$ cat src/hw/rtl/pfa_pkg.sv
// ----------------------------------------------------------------------------
// pfa_pkg
// Shared types and constants of the free-list pool allocator.
// ----------------------------------------------------------------------------
`default_nettype none

package pfa_pkg;

  // operation codes carried by the mode field
  typedef enum logic [1:0] {
    MODE_ALLOC = 2'd0,
    MODE_PUSH  = 2'd1,
    MODE_FREE  = 2'd2,
    MODE_READ  = 2'd3
  } mode_t;

  // result status codes
  typedef enum logic [1:0] {
    STAT_OK         = 2'd0,
    STAT_POOL_EMPTY = 2'd1,
    STAT_NULL_FREED = 2'd2,
    STAT_BAD_INDEX  = 2'd3
  } status_t;

  localparam int VALUE_W = 64;

  // value word held by every entry after reset
  localparam logic signed [VALUE_W-1:0] RESET_WORD = -64'sd42;

endpackage : pfa_pkg

`default_nettype wire

$ cat src/hw/rtl/pfa_req_if.sv
// ----------------------------------------------------------------------------
// pfa_req_if
// Request channel of the allocator: one operation per item.
// ----------------------------------------------------------------------------
`default_nettype none

interface pfa_req_if #(
  parameter int IDX_W = 6
);
  logic                                  valid;
  logic                                  ready;
  pfa_pkg::mode_t                        mode;
  logic signed [pfa_pkg::VALUE_W-1:0]    value;
  logic        [IDX_W-1:0]               list_head;

  modport source (output valid, output mode, output value, output list_head, input ready);
  modport sink   (input valid, input mode, input value, input list_head, output ready);
endinterface : pfa_req_if

`default_nettype wire

$ cat src/hw/rtl/pfa_rsp_if.sv
// ----------------------------------------------------------------------------
// pfa_rsp_if
// Response channel of the allocator: one result item per request.
// ----------------------------------------------------------------------------
`default_nettype none

interface pfa_rsp_if #(
  parameter int IDX_W = 6
);
  logic                                  valid;
  logic                                  ready;
  logic        [IDX_W-1:0]               index;
  logic signed [pfa_pkg::VALUE_W-1:0]    entry_value;
  logic        [IDX_W-1:0]               entry_next;
  pfa_pkg::status_t                      status;

  modport source (output valid, output index, output entry_value, output entry_next,
                  output status, input ready);
  modport sink   (input valid, input index, input entry_value, input entry_next,
                  input status, output ready);
endinterface : pfa_rsp_if

`default_nettype wire

$ cat src/hw/rtl/pool_free_list_allocator_core.sv
// ----------------------------------------------------------------------------
// pool_free_list_allocator_core
// Fixed pool of linked entries with a free list: alloc, push front, free
// front and entry read, backed by a link memory and a value memory.
// ----------------------------------------------------------------------------
// Each request is handled in an accept step and an execute step: the
// accept edge issues one read of the link and value memories (synchronous,
// registered read data) at the free head or the given entry, and the execute
// step uses the read data to write the entry back, move the free head and
// load the result register. A new request is accepted only once the previous
// one has left its execute step; a waiting result holds the block in its
// execute step. After reset a clearing pass over all POOL_ENTRIES entries
// chains every entry into the free list and loads the reset value word; no
// request is accepted until it ends. Index POOL_ENTRIES+1 is the null marker.
`default_nettype none

module pool_free_list_allocator_core #(
  parameter int POOL_ENTRIES = 32
) (
  input  wire       clk,
  input  wire       rst,
  pfa_req_if.sink   req,
  pfa_rsp_if.source rsp
);

  localparam int ADDR_W = $clog2(POOL_ENTRIES);
  localparam int IDX_W  = $clog2(POOL_ENTRIES + 2);
  localparam int VAL_W  = pfa_pkg::VALUE_W;

  localparam logic [IDX_W-1:0]  NULL_IDX  = IDX_W'(POOL_ENTRIES + 1);
  localparam logic [IDX_W-1:0]  ENTRY_LIM = IDX_W'(POOL_ENTRIES);
  localparam logic [ADDR_W-1:0] LAST_ADDR = ADDR_W'(POOL_ENTRIES - 1);

  typedef enum logic [1:0] {
    ST_CLEAR,
    ST_IDLE,
    ST_EXEC
  } state_t;

  state_t state;

  // memories
  logic        [IDX_W-1:0] link_mem  [POOL_ENTRIES];
  logic signed [VAL_W-1:0] value_mem [POOL_ENTRIES];
  logic        [IDX_W-1:0] link_rd;
  logic signed [VAL_W-1:0] value_rd;

  // control and latched request
  logic        [ADDR_W-1:0] clr_addr;
  logic        [IDX_W-1:0]  free_head;
  logic        [IDX_W-1:0]  free_head_next;
  pfa_pkg::mode_t           op_mode;
  logic signed [VAL_W-1:0]  op_value;
  logic        [IDX_W-1:0]  op_head;

  // result register
  logic                     out_valid;
  logic        [IDX_W-1:0]  out_index;
  logic signed [VAL_W-1:0]  out_entry_value;
  logic        [IDX_W-1:0]  out_entry_next;
  pfa_pkg::status_t         out_status;

  // execute step results
  logic        [IDX_W-1:0]  res_index;
  logic signed [VAL_W-1:0]  res_entry_value;
  logic        [IDX_W-1:0]  res_entry_next;
  pfa_pkg::status_t         res_status;
  logic                     ex_link_we;
  logic                     ex_value_we;
  logic        [ADDR_W-1:0] ex_addr;
  logic        [IDX_W-1:0]  ex_link;

  // memory port signals
  logic                     accept;
  logic                     exec_go;
  logic        [ADDR_W-1:0] rd_addr;
  logic                     link_we;
  logic                     value_we;
  logic        [ADDR_W-1:0] wr_addr;
  logic        [IDX_W-1:0]  wr_link;
  logic signed [VAL_W-1:0]  wr_value;

  logic head_is_entry;
  logic head_is_null;
  logic pool_empty;

  // handshake
  assign req.ready = (state == ST_IDLE);
  assign accept    = req.valid && req.ready;
  assign exec_go   = (state == ST_EXEC) && (!out_valid || rsp.ready);

  assign rsp.valid       = out_valid;
  assign rsp.index       = out_index;
  assign rsp.entry_value = out_entry_value;
  assign rsp.entry_next  = out_entry_next;
  assign rsp.status      = out_status;

  // read address: free head for pops, the given entry otherwise
  always_comb begin
    if (req.mode == pfa_pkg::MODE_ALLOC || req.mode == pfa_pkg::MODE_PUSH) begin
      rd_addr = free_head[ADDR_W-1:0];
    end else begin
      rd_addr = req.list_head[ADDR_W-1:0];
    end
  end

  // execute step: decide result and write-back from the read data
  assign head_is_entry = (op_head < ENTRY_LIM);
  assign head_is_null  = (op_head == NULL_IDX);
  assign pool_empty    = !(free_head < ENTRY_LIM);

  always_comb begin
    res_index       = NULL_IDX;
    res_entry_value = '0;
    res_entry_next  = NULL_IDX;
    res_status      = pfa_pkg::STAT_OK;
    ex_link_we      = 1'b0;
    ex_value_we     = 1'b0;
    ex_addr         = free_head[ADDR_W-1:0];
    ex_link         = NULL_IDX;
    free_head_next  = free_head;
    unique case (op_mode)
      pfa_pkg::MODE_ALLOC, pfa_pkg::MODE_PUSH: begin
        if (op_mode == pfa_pkg::MODE_PUSH && !head_is_entry && !head_is_null) begin
          res_status = pfa_pkg::STAT_BAD_INDEX;
        end else if (pool_empty) begin
          res_status = pfa_pkg::STAT_POOL_EMPTY;
        end else begin
          ex_link_we     = 1'b1;
          ex_value_we    = 1'b1;
          ex_link        = (op_mode == pfa_pkg::MODE_PUSH) ? op_head : NULL_IDX;
          free_head_next = link_rd;
          res_index      = free_head;
        end
      end
      pfa_pkg::MODE_FREE: begin
        if (head_is_null) begin
          res_status = pfa_pkg::STAT_NULL_FREED;
        end else if (!head_is_entry) begin
          res_status = pfa_pkg::STAT_BAD_INDEX;
        end else begin
          ex_link_we     = 1'b1;
          ex_addr        = op_head[ADDR_W-1:0];
          ex_link        = free_head;
          free_head_next = op_head;
          res_index      = link_rd;
        end
      end
      pfa_pkg::MODE_READ: begin
        if (!head_is_entry) begin
          res_status = pfa_pkg::STAT_BAD_INDEX;
        end else begin
          res_entry_value = value_rd;
          res_entry_next  = link_rd;
        end
      end
      default: begin
        res_status = pfa_pkg::STAT_BAD_INDEX;
      end
    endcase
  end

  // write port: clearing pass or execute step
  always_comb begin
    if (state == ST_CLEAR) begin
      link_we  = 1'b1;
      value_we = 1'b1;
      wr_addr  = clr_addr;
      wr_link  = (clr_addr == LAST_ADDR) ? NULL_IDX : (IDX_W'(clr_addr) + IDX_W'(1));
      wr_value = pfa_pkg::RESET_WORD;
    end else begin
      link_we  = exec_go && ex_link_we;
      value_we = exec_go && ex_value_we;
      wr_addr  = ex_addr;
      wr_link  = ex_link;
      wr_value = op_value;
    end
  end

  // link memory
  always_ff @(posedge clk) begin
    if (link_we) begin
      link_mem[wr_addr] <= wr_link;
    end
    if (accept) begin
      link_rd <= link_mem[rd_addr];
    end
  end

  // value memory
  always_ff @(posedge clk) begin
    if (value_we) begin
      value_mem[wr_addr] <= wr_value;
    end
    if (accept) begin
      value_rd <= value_mem[rd_addr];
    end
  end

  // sequencer, free head and result register
  always_ff @(posedge clk) begin
    if (rst) begin
      state     <= ST_CLEAR;
      clr_addr  <= '0;
      free_head <= '0;
      out_valid <= 1'b0;
    end else begin
      // result drained with no new one loaded behind it
      if (out_valid && rsp.ready && !exec_go) begin
        out_valid <= 1'b0;
      end
      unique case (state)
        ST_CLEAR: begin
          clr_addr <= clr_addr + ADDR_W'(1);
          if (clr_addr == LAST_ADDR) begin
            state <= ST_IDLE;
          end
        end
        ST_IDLE: begin
          if (accept) begin
            op_mode  <= req.mode;
            op_value <= req.value;
            op_head  <= req.list_head;
            state    <= ST_EXEC;
          end
        end
        ST_EXEC: begin
          if (exec_go) begin
            free_head       <= free_head_next;
            out_valid       <= 1'b1;
            out_index       <= res_index;
            out_entry_value <= res_entry_value;
            out_entry_next  <= res_entry_next;
            out_status      <= res_status;
            state           <= ST_IDLE;
          end
        end
        default: begin
          state <= ST_IDLE;
        end
      endcase
    end
  end

endmodule : pool_free_list_allocator_core

`default_nettype wire

$ cat src/flat_wrapper.sv
// flat-port wrapper written by rule: the top's interface ports become plain ports
module pool_free_list_allocator_core_flat import pfa_pkg::*;
#(
  parameter int POOL_ENTRIES = 32
)
  (clk, rst, req_valid, req_mode, req_value, req_list_head, req_ready, rsp_valid, rsp_index, rsp_entry_value, rsp_entry_next, rsp_status, rsp_ready);
  pfa_req_if #(.IDX_W((6))) req_i ();
  pfa_rsp_if #(.IDX_W((6))) rsp_i ();
  input  wire clk;
  input  wire rst;
  input wire logic [$bits(req_i.valid)-1:0] req_valid;
  input wire logic [$bits(req_i.mode)-1:0] req_mode;
  input wire logic [$bits(req_i.value)-1:0] req_value;
  input wire logic [$bits(req_i.list_head)-1:0] req_list_head;
  output wire logic [$bits(req_i.ready)-1:0] req_ready;
  output wire logic [$bits(rsp_i.valid)-1:0] rsp_valid;
  output wire logic [$bits(rsp_i.index)-1:0] rsp_index;
  output wire logic [$bits(rsp_i.entry_value)-1:0] rsp_entry_value;
  output wire logic [$bits(rsp_i.entry_next)-1:0] rsp_entry_next;
  output wire logic [$bits(rsp_i.status)-1:0] rsp_status;
  input wire logic [$bits(rsp_i.ready)-1:0] rsp_ready;
  assign req_i.valid = req_valid;
  assign req_i.mode = req_mode;
  assign req_i.value = req_value;
  assign req_i.list_head = req_list_head;
  assign req_ready = req_i.ready;
  assign rsp_valid = rsp_i.valid;
  assign rsp_index = rsp_i.index;
  assign rsp_entry_value = rsp_i.entry_value;
  assign rsp_entry_next = rsp_i.entry_next;
  assign rsp_status = rsp_i.status;
  assign rsp_i.ready = rsp_ready;
  pool_free_list_allocator_core #(.POOL_ENTRIES(POOL_ENTRIES)) u_core (.clk(clk), .rst(rst), .req(req_i), .rsp(rsp_i));
endmodule
$ cat config.mk
export PLATFORM = sky130hd
export DESIGN_NAME = pool_free_list_allocator_core_flat
export DESIGN_NICKNAME = d
export VERILOG_FILES = /design/src/hw/rtl/pfa_pkg.sv /design/src/hw/rtl/pfa_req_if.sv /design/src/hw/rtl/pfa_rsp_if.sv /design/src/hw/rtl/pool_free_list_allocator_core.sv /design/src/flat_wrapper.sv
export SDC_FILE = /design/constraint.sdc
export NUM_CORES = 2
export LEC_CHECK = 0
export ABC_AREA = 1
export BUFFER_PORTS_ARGS = -buffer_cell sky130_fd_sc_hd__buf_2
export CAP_MARGIN = 20
export CORE_MARGIN = 5
export CORE_UTILIZATION = 48
export CTS_CLUSTER_DIAMETER = 150
export DETAILED_ROUTE_END_ITERATION = 8
export GPL_ROUTABILITY_DRIVEN = 0
export PLACE_DENSITY = 0.66
export RECOVER_POWER = 50
export SLEW_MARGIN = 25
export SYNTH_ARGS = -nofsm -noshare
export SYNTH_HDL_FRONTEND = slang
export SYNTH_SLANG_ARGS = --single-unit
export TNS_END_PERCENT = 20
$ cat constraint.sdc
create_clock -name clk -period 19.45 [get_ports clk]
set_input_delay 1.945 -clock clk [delete_from_list [all_inputs] [get_ports clk]]
set_output_delay 1.945 -clock clk [all_outputs]
set_load 0.03 [all_outputs]
* After elaboration in Yosys (flattened, before gate mapping)
Memory sizes are Yosys's and may differ from the RTL's. A register that Yosys moved wholly into a read port is not among the register bits. Index checks and enable logic that the tools add are counted.
Word-level totals: register bits after elaboration 164, bits in writable memories 2240, input port bits 76, output and inout bits 80, logic and storage cells 105, memories 2
Memory list:
- u_core.value_mem | depth 32, width 64, read ports 1, clocked after Yosys merged registers in 1, write ports 1, RTL line pool_free_list_allocator_core.sv:44 | logic signed [VAL_W-1:0] value_mem [POOL_ENTRIES];
- u_core.link_mem | depth 32, width 6, read ports 1, clocked after Yosys merged registers in 1, write ports 1, RTL line pool_free_list_allocator_core.sv:43 | logic [IDX_W-1:0] link_mem [POOL_ENTRIES];
Cells by class: add/subtract/negate cells 2, $lt $le $gt $ge 2, equal/unequal tests 15, muxes and demuxes 48, bitwise logic cells 1, reduce and logical (&&, ||, !) cells 24
Operators with widths (number):
- $mux W6 | 15
- $mux W64 | 1
- $pmux W6 S2 | 3
- $mux W5 | 5
- $mux W1 | 15
- $lt A6 B6 Y1 const B | 2
- $mux W2 | 6
- $pmux W2 S3 | 2
- $reduce_and A3 Y1 | 3
- $logic_and A1 B1 Y1 | 8
- $ne A2 B2 Y1 const B | 4
- $reduce_and A7 Y1 | 1
- $add A5 B1 Y6 const B | 1
- $eq A2 B1 Y1 const B | 3
- $eq A2 B2 Y1 const B | 3
- $eq A6 B6 Y1 const B | 1
- $logic_not A2 Y1 | 3
- $ne A2 B1 Y1 const B | 3
- $add A5 B1 Y5 const B | 1
- $eq A5 B5 Y1 const B | 1
- $logic_not A1 Y1 | 4
- $logic_or A1 B1 Y1 | 2
- $pmux W1 S2 | 1
- $reduce_and A2 Y1 | 1
- other kinds (3) | 3

* Depth between registers and ports, before layout
word-level depth 10, mapped depth 12

* Worst setup path after synthesis
OpenSTA, ideal clock, no wires.
path type input to register, from input port req_valid, to register u_core.op_head[0], enable pin, library setup time 0.502 ns, data arrival time 8.318 ns, data required time 18.948 ns, setup slack 10.630 ns, stages 4, buffers on the path 0, cell sequence inv_1 -> nor2_1 -> inv_1 -> nor2_1
On the way: cells in the longest elaborated chain, start to end 2
Ends and longest elaborated chain:
- start: declaration | RTL line flat_wrapper.sv:11 | input wire logic [$bits(req_i.valid)-1:0] req_valid;
- $logic_and A1 B1 Y1 | RTL line pool_free_list_allocator_core.sv:89 | assign accept = req.valid && req.ready;
- via u_core.accept | RTL line pool_free_list_allocator_core.sv:74 | logic accept;
- $reduce_and A3 Y1 (no source line)
- end signal: assignment | RTL line pool_free_list_allocator_core.sv:223 | op_head <= req.list_head;
- end: declaration | RTL line pool_free_list_allocator_core.sv:54 | logic [IDX_W-1:0] op_head;
The timed path passes the listed nets, and every way through them passes these cells. A chain may end at the register's enable or synchronous reset.

* Final worst setup path
from register u_core.state[0], to memory u_core.value_mem[19][63] in the netlist's numbering, enable pin
On the way: cells in the longest elaborated chain, start to end 6, elaborated cells on any way between the ends 8
Ends and longest elaborated chain:
- start: declaration | RTL line pool_free_list_allocator_core.sv:40 | state_t state;
- start signal: assignment | RTL line pool_free_list_allocator_core.sv:203 | state <= ST_CLEAR;
- start signal: assignment | RTL line pool_free_list_allocator_core.sv:216 | state <= ST_IDLE;
- start signal: assignment | RTL line pool_free_list_allocator_core.sv:224 | state <= ST_EXEC;
- $eq A2 B2 Y1 | RTL line pool_free_list_allocator_core.sv:90 | assign exec_go = (state == ST_EXEC) && (!out_valid || rsp.ready);
- $logic_and A1 B1 Y1 | RTL line pool_free_list_allocator_core.sv:90
- $logic_and A1 B1 Y1 | RTL line pool_free_list_allocator_core.sv:173 | value_we = exec_go && ex_value_we;
- $mux W1 | RTL line pool_free_list_allocator_core.sv:165 | if (state == ST_CLEAR) begin
- $mux W1 | RTL line pool_free_list_allocator_core.sv:192 | if (value_we) begin
- $mux W1 (not written as such) | RTL line pool_free_list_allocator_core.sv:193 | value_mem[wr_addr] <= wr_value;
- end: declaration | RTL line pool_free_list_allocator_core.sv:44
Parallel ways exist; a longest one is shown, timed or not.

==> results_dict.tcl <==
set metrics [dict create \
    grt_pass1_wl_mm 420.7 \
    p_seq_share_pct 53.1 \
    nets 8402 \
    p_int_uw 8536 \
    crit_arrival_ns 9.73 \
    fin_area_um2 110800 \
    finalSetupViolations 0 \
    final-max-slew-violation-count 2153 \
    dieArea_um2 217500 \
    top_level_ports 156 \
    route.met2.wl_mm 134.3 \
    cp_max_fo 40 \
    fmax_ghz 0.1085 \
    tritoncts "built" \
    grt_setup_unrepaired "false" \
    netlist_instances 8329 \
    grt_pass1_vias 63090 \
    track_usage_pct 25.92 \
    area_delta_synth_final_pct 10.87 \
    synth_enable_flop_cells 2460 \
    power_leakage_uw 0.03945 \
    coreArea_um2 207300 \
    drive_gt1_share_pct 7.748 \
    syn_area_um2 99980 \
    wl_per_cell_um 25.52 \
    wl_met1_mm 113.7 \
    ys_ff_latch 2474 \
    outcome "finished, violations left" \
    p_per_area_nw_per_um2 99.76 \
    period_share_pct 47.39 \
    numCtsBuffers 238 \
    min_path_type "flip-flop to flip-flop" \
    vias 66470 \
    clk_latency_ns 0.90 \
    cts_hold_buffers 0 \
    layout_commonest_cell "edfxtp_1" \
    num_rows 167 \
    die_y_um 466.4 \
    placedInstanceArea_um2 103300 \
    overflow 0 \
    synth_cell_types 31 \
    ys_warn_count 0 \
    synth-seq-area-share_pct 74.17 \
    clkPwrFrac_pct 40.8 \
    seqCellArea_um2 74150 \
    cts_sinks 2474 \
    fin_hold_ws_ns 0.4894 \
    initial_core_util_pct 48.23 \
    drt-total-wl_mm 288.5 \
    ant_nets 0 \
    tns_ns 0 \
    antenna_found_initial 7 \
    ctsLongestPathBuffers 3 \
    hold_violations 0 \
    slew_headroom_pct -141.4 \
    clk_pin_slew_ns 0.06 \
    crit_type "flip-flop to flip-flop" \
    async_flop_share_pct 0 \
    violations "capacitance limit, slew limit" \
    post-cts-setup-buffer-count 0 \
    dp_slack_ns 12.34 \
    drc 0 \
    p_comb_share_pct 6.1 \
    cap_violations 68 \
    dp_hpwl_mm 131.8 \
    synth_top_area_share_pct 73.89 \
    htreeDepth 4 \
    ir_worst_vdd_mv 0.1031 \
    swShare_pct 22.81 \
    final_cell_mix "edfxtp_1 (2,460), nand3_1 (2,273), nand2_1 (2,221)" \
    cts.repair.resized 0 \
    syn_nets 8407 \
    power.switching_uw 2522 \
    detailroute.wirelength.met3_mm 31.14 \
    synthFlopType "edfxtp_1" \
    end_kind "flip-flop" \
    vias_per_cell 5.878 \
    ys_top_cells_by_area "edfxtp_1 (74%), nand3_1 (11%), nand2_1 (8.3%)" \
    drt_iter0_markers 9817 \
    layout_setup_ws_ns 10.23 \
    synth_top_area_cell "edfxtp_1" \
    multiInputGateArea_um2 21940 \
    period_needed_ns 9.217 \
    cts-root-buf "clkbuf_16" \
    syn_avg_cell_area_um2 12.00 \
    die_w_um 466.4 \
    fillers 17220 \
    routed.top_layer "met5" \
    worstPathRequired_ns 19.96 \
    final.setup_skew_ns 0.05873 \
    grt_max_degree 217 \
    worst-slew-pin-transition_ns 3.621 \
    start_kind "flip-flop" \
    port_buffers 155 \
    dr.pass1.iters 6 \
]
-- final timing paths --
path	slack (ns)	start	depth (start not counted)	endpoint
min	0.49	u_core.clr_addr[4]	2	u_core.clr_addr[4]
max	10.23	u_core.state[0]	9	u_core.value_mem[19][63]
max reg2reg	10.23	u_core.state[0]	9	u_core.value_mem[19][63]
min reg2reg	0.49	u_core.clr_addr[4]	2	u_core.clr_addr[4]
-- cell usage after synthesis, types with 4 or more instances --
| cell type | n |
|---|---|
| nor2_1 | 165 |
| nand2_1 | 2224 |
| or2_2 | 63 |
| a21oi_1 | 11 |
| buf_1 | 51 |
| nor2_4 | 5 |
| nand2_2 | 4 |
| edfxtp_1 | 2460 |
| nand3b_1 | 52 |
| buf_4 | 17 |
| buf_2 | 308 |
| nand3_1 | 2273 |
| nor2_2 | 9 |
| o21ai_0 | 8 |
| dfxtp_1 | 14 |
| o21ai_1 | 7 |
| inv_2 | 8 |
| inv_1 | 470 |
| o32ai_1 | 4 |
| o22ai_1 | 5 |
| clkbuf_1 | 155 |
-- power groups by stage --
stage	Sequential (µW)	Clock, µW	Combinational [µW]
5_1_grt	5870	4780	731
2_1_floorplan	5990	0	421
4_1_cts	5870	4560	671
3_5_place_dp	5980	0	668
6_report	5870	4510	680
3_3_place_gp	5980	0	660
-- metrics by stage --
step                cells  power (µW)  util, %
finish              11310       11060    53.48
global route        11310       11380    53.47
CTS                 11300       11090    53.46
detailed placement  10870        6648    49.83
global placement    10870        6640    49.83
floorplan            8329        6410        -
-- critical path, cell delays in order (launching register included) --
cell,delay [ns]
dfxtp_1,0.34
nor2_4,0.10
clkbuf_1,2.20
clkbuf_1,2.25
o21ai_0,0.76
nor2_2,0.74
nand3_1,0.30
nor2_4,0.78
buf_4,0.64
buf_4,0.61
-- state kept, by name (all words and copies together), names as in the netlist, 64 cells and up --
register / flops
u_core.rsp.entry_value: 64
u_core.value_rd: 64
u_core.link_mem: 192
u_core.value_mem: 2048
u_core.op_value: 64
-- cell families (layout without fill, tap and decap cells) --
kind of cell	after synthesis	count (layout)	share of synthesized area [%]
other	0	2	0
DFF	2474	2474	74.17
and+or+nand+nor	4799	4799	21.29
AOI/OAI and AO/OA	42	42	0.2540
xor gates and xnor gates	2	2	0.01752
buffers and inverters	1010	1199	4.241
adders and majority gates	2	2	0.02503
-- final cells by class --
type | instances | area share [%]
antenna | 2 | 0.004515
clock buffer | 291 | 5.572
clock inverter | 143 | 1.207
inverter | 479 | 1.639
multi-input combinational | 4845 | 19.79
sequential | 2474 | 66.90
tap | 2788 | 3.147
timing repair buffer | 286 | 1.742
-- layer usage --
layer | up-vias | GRT usage [%]
li1 | 29170 | -
met1 | 32630 | 36.33
met2 | 4036 | 41.43
met3 | 624 | 4.665
met4 | 8 | 8.430
met5 | - | 0
Note: power is estimated with default switching activity, not from simulation.
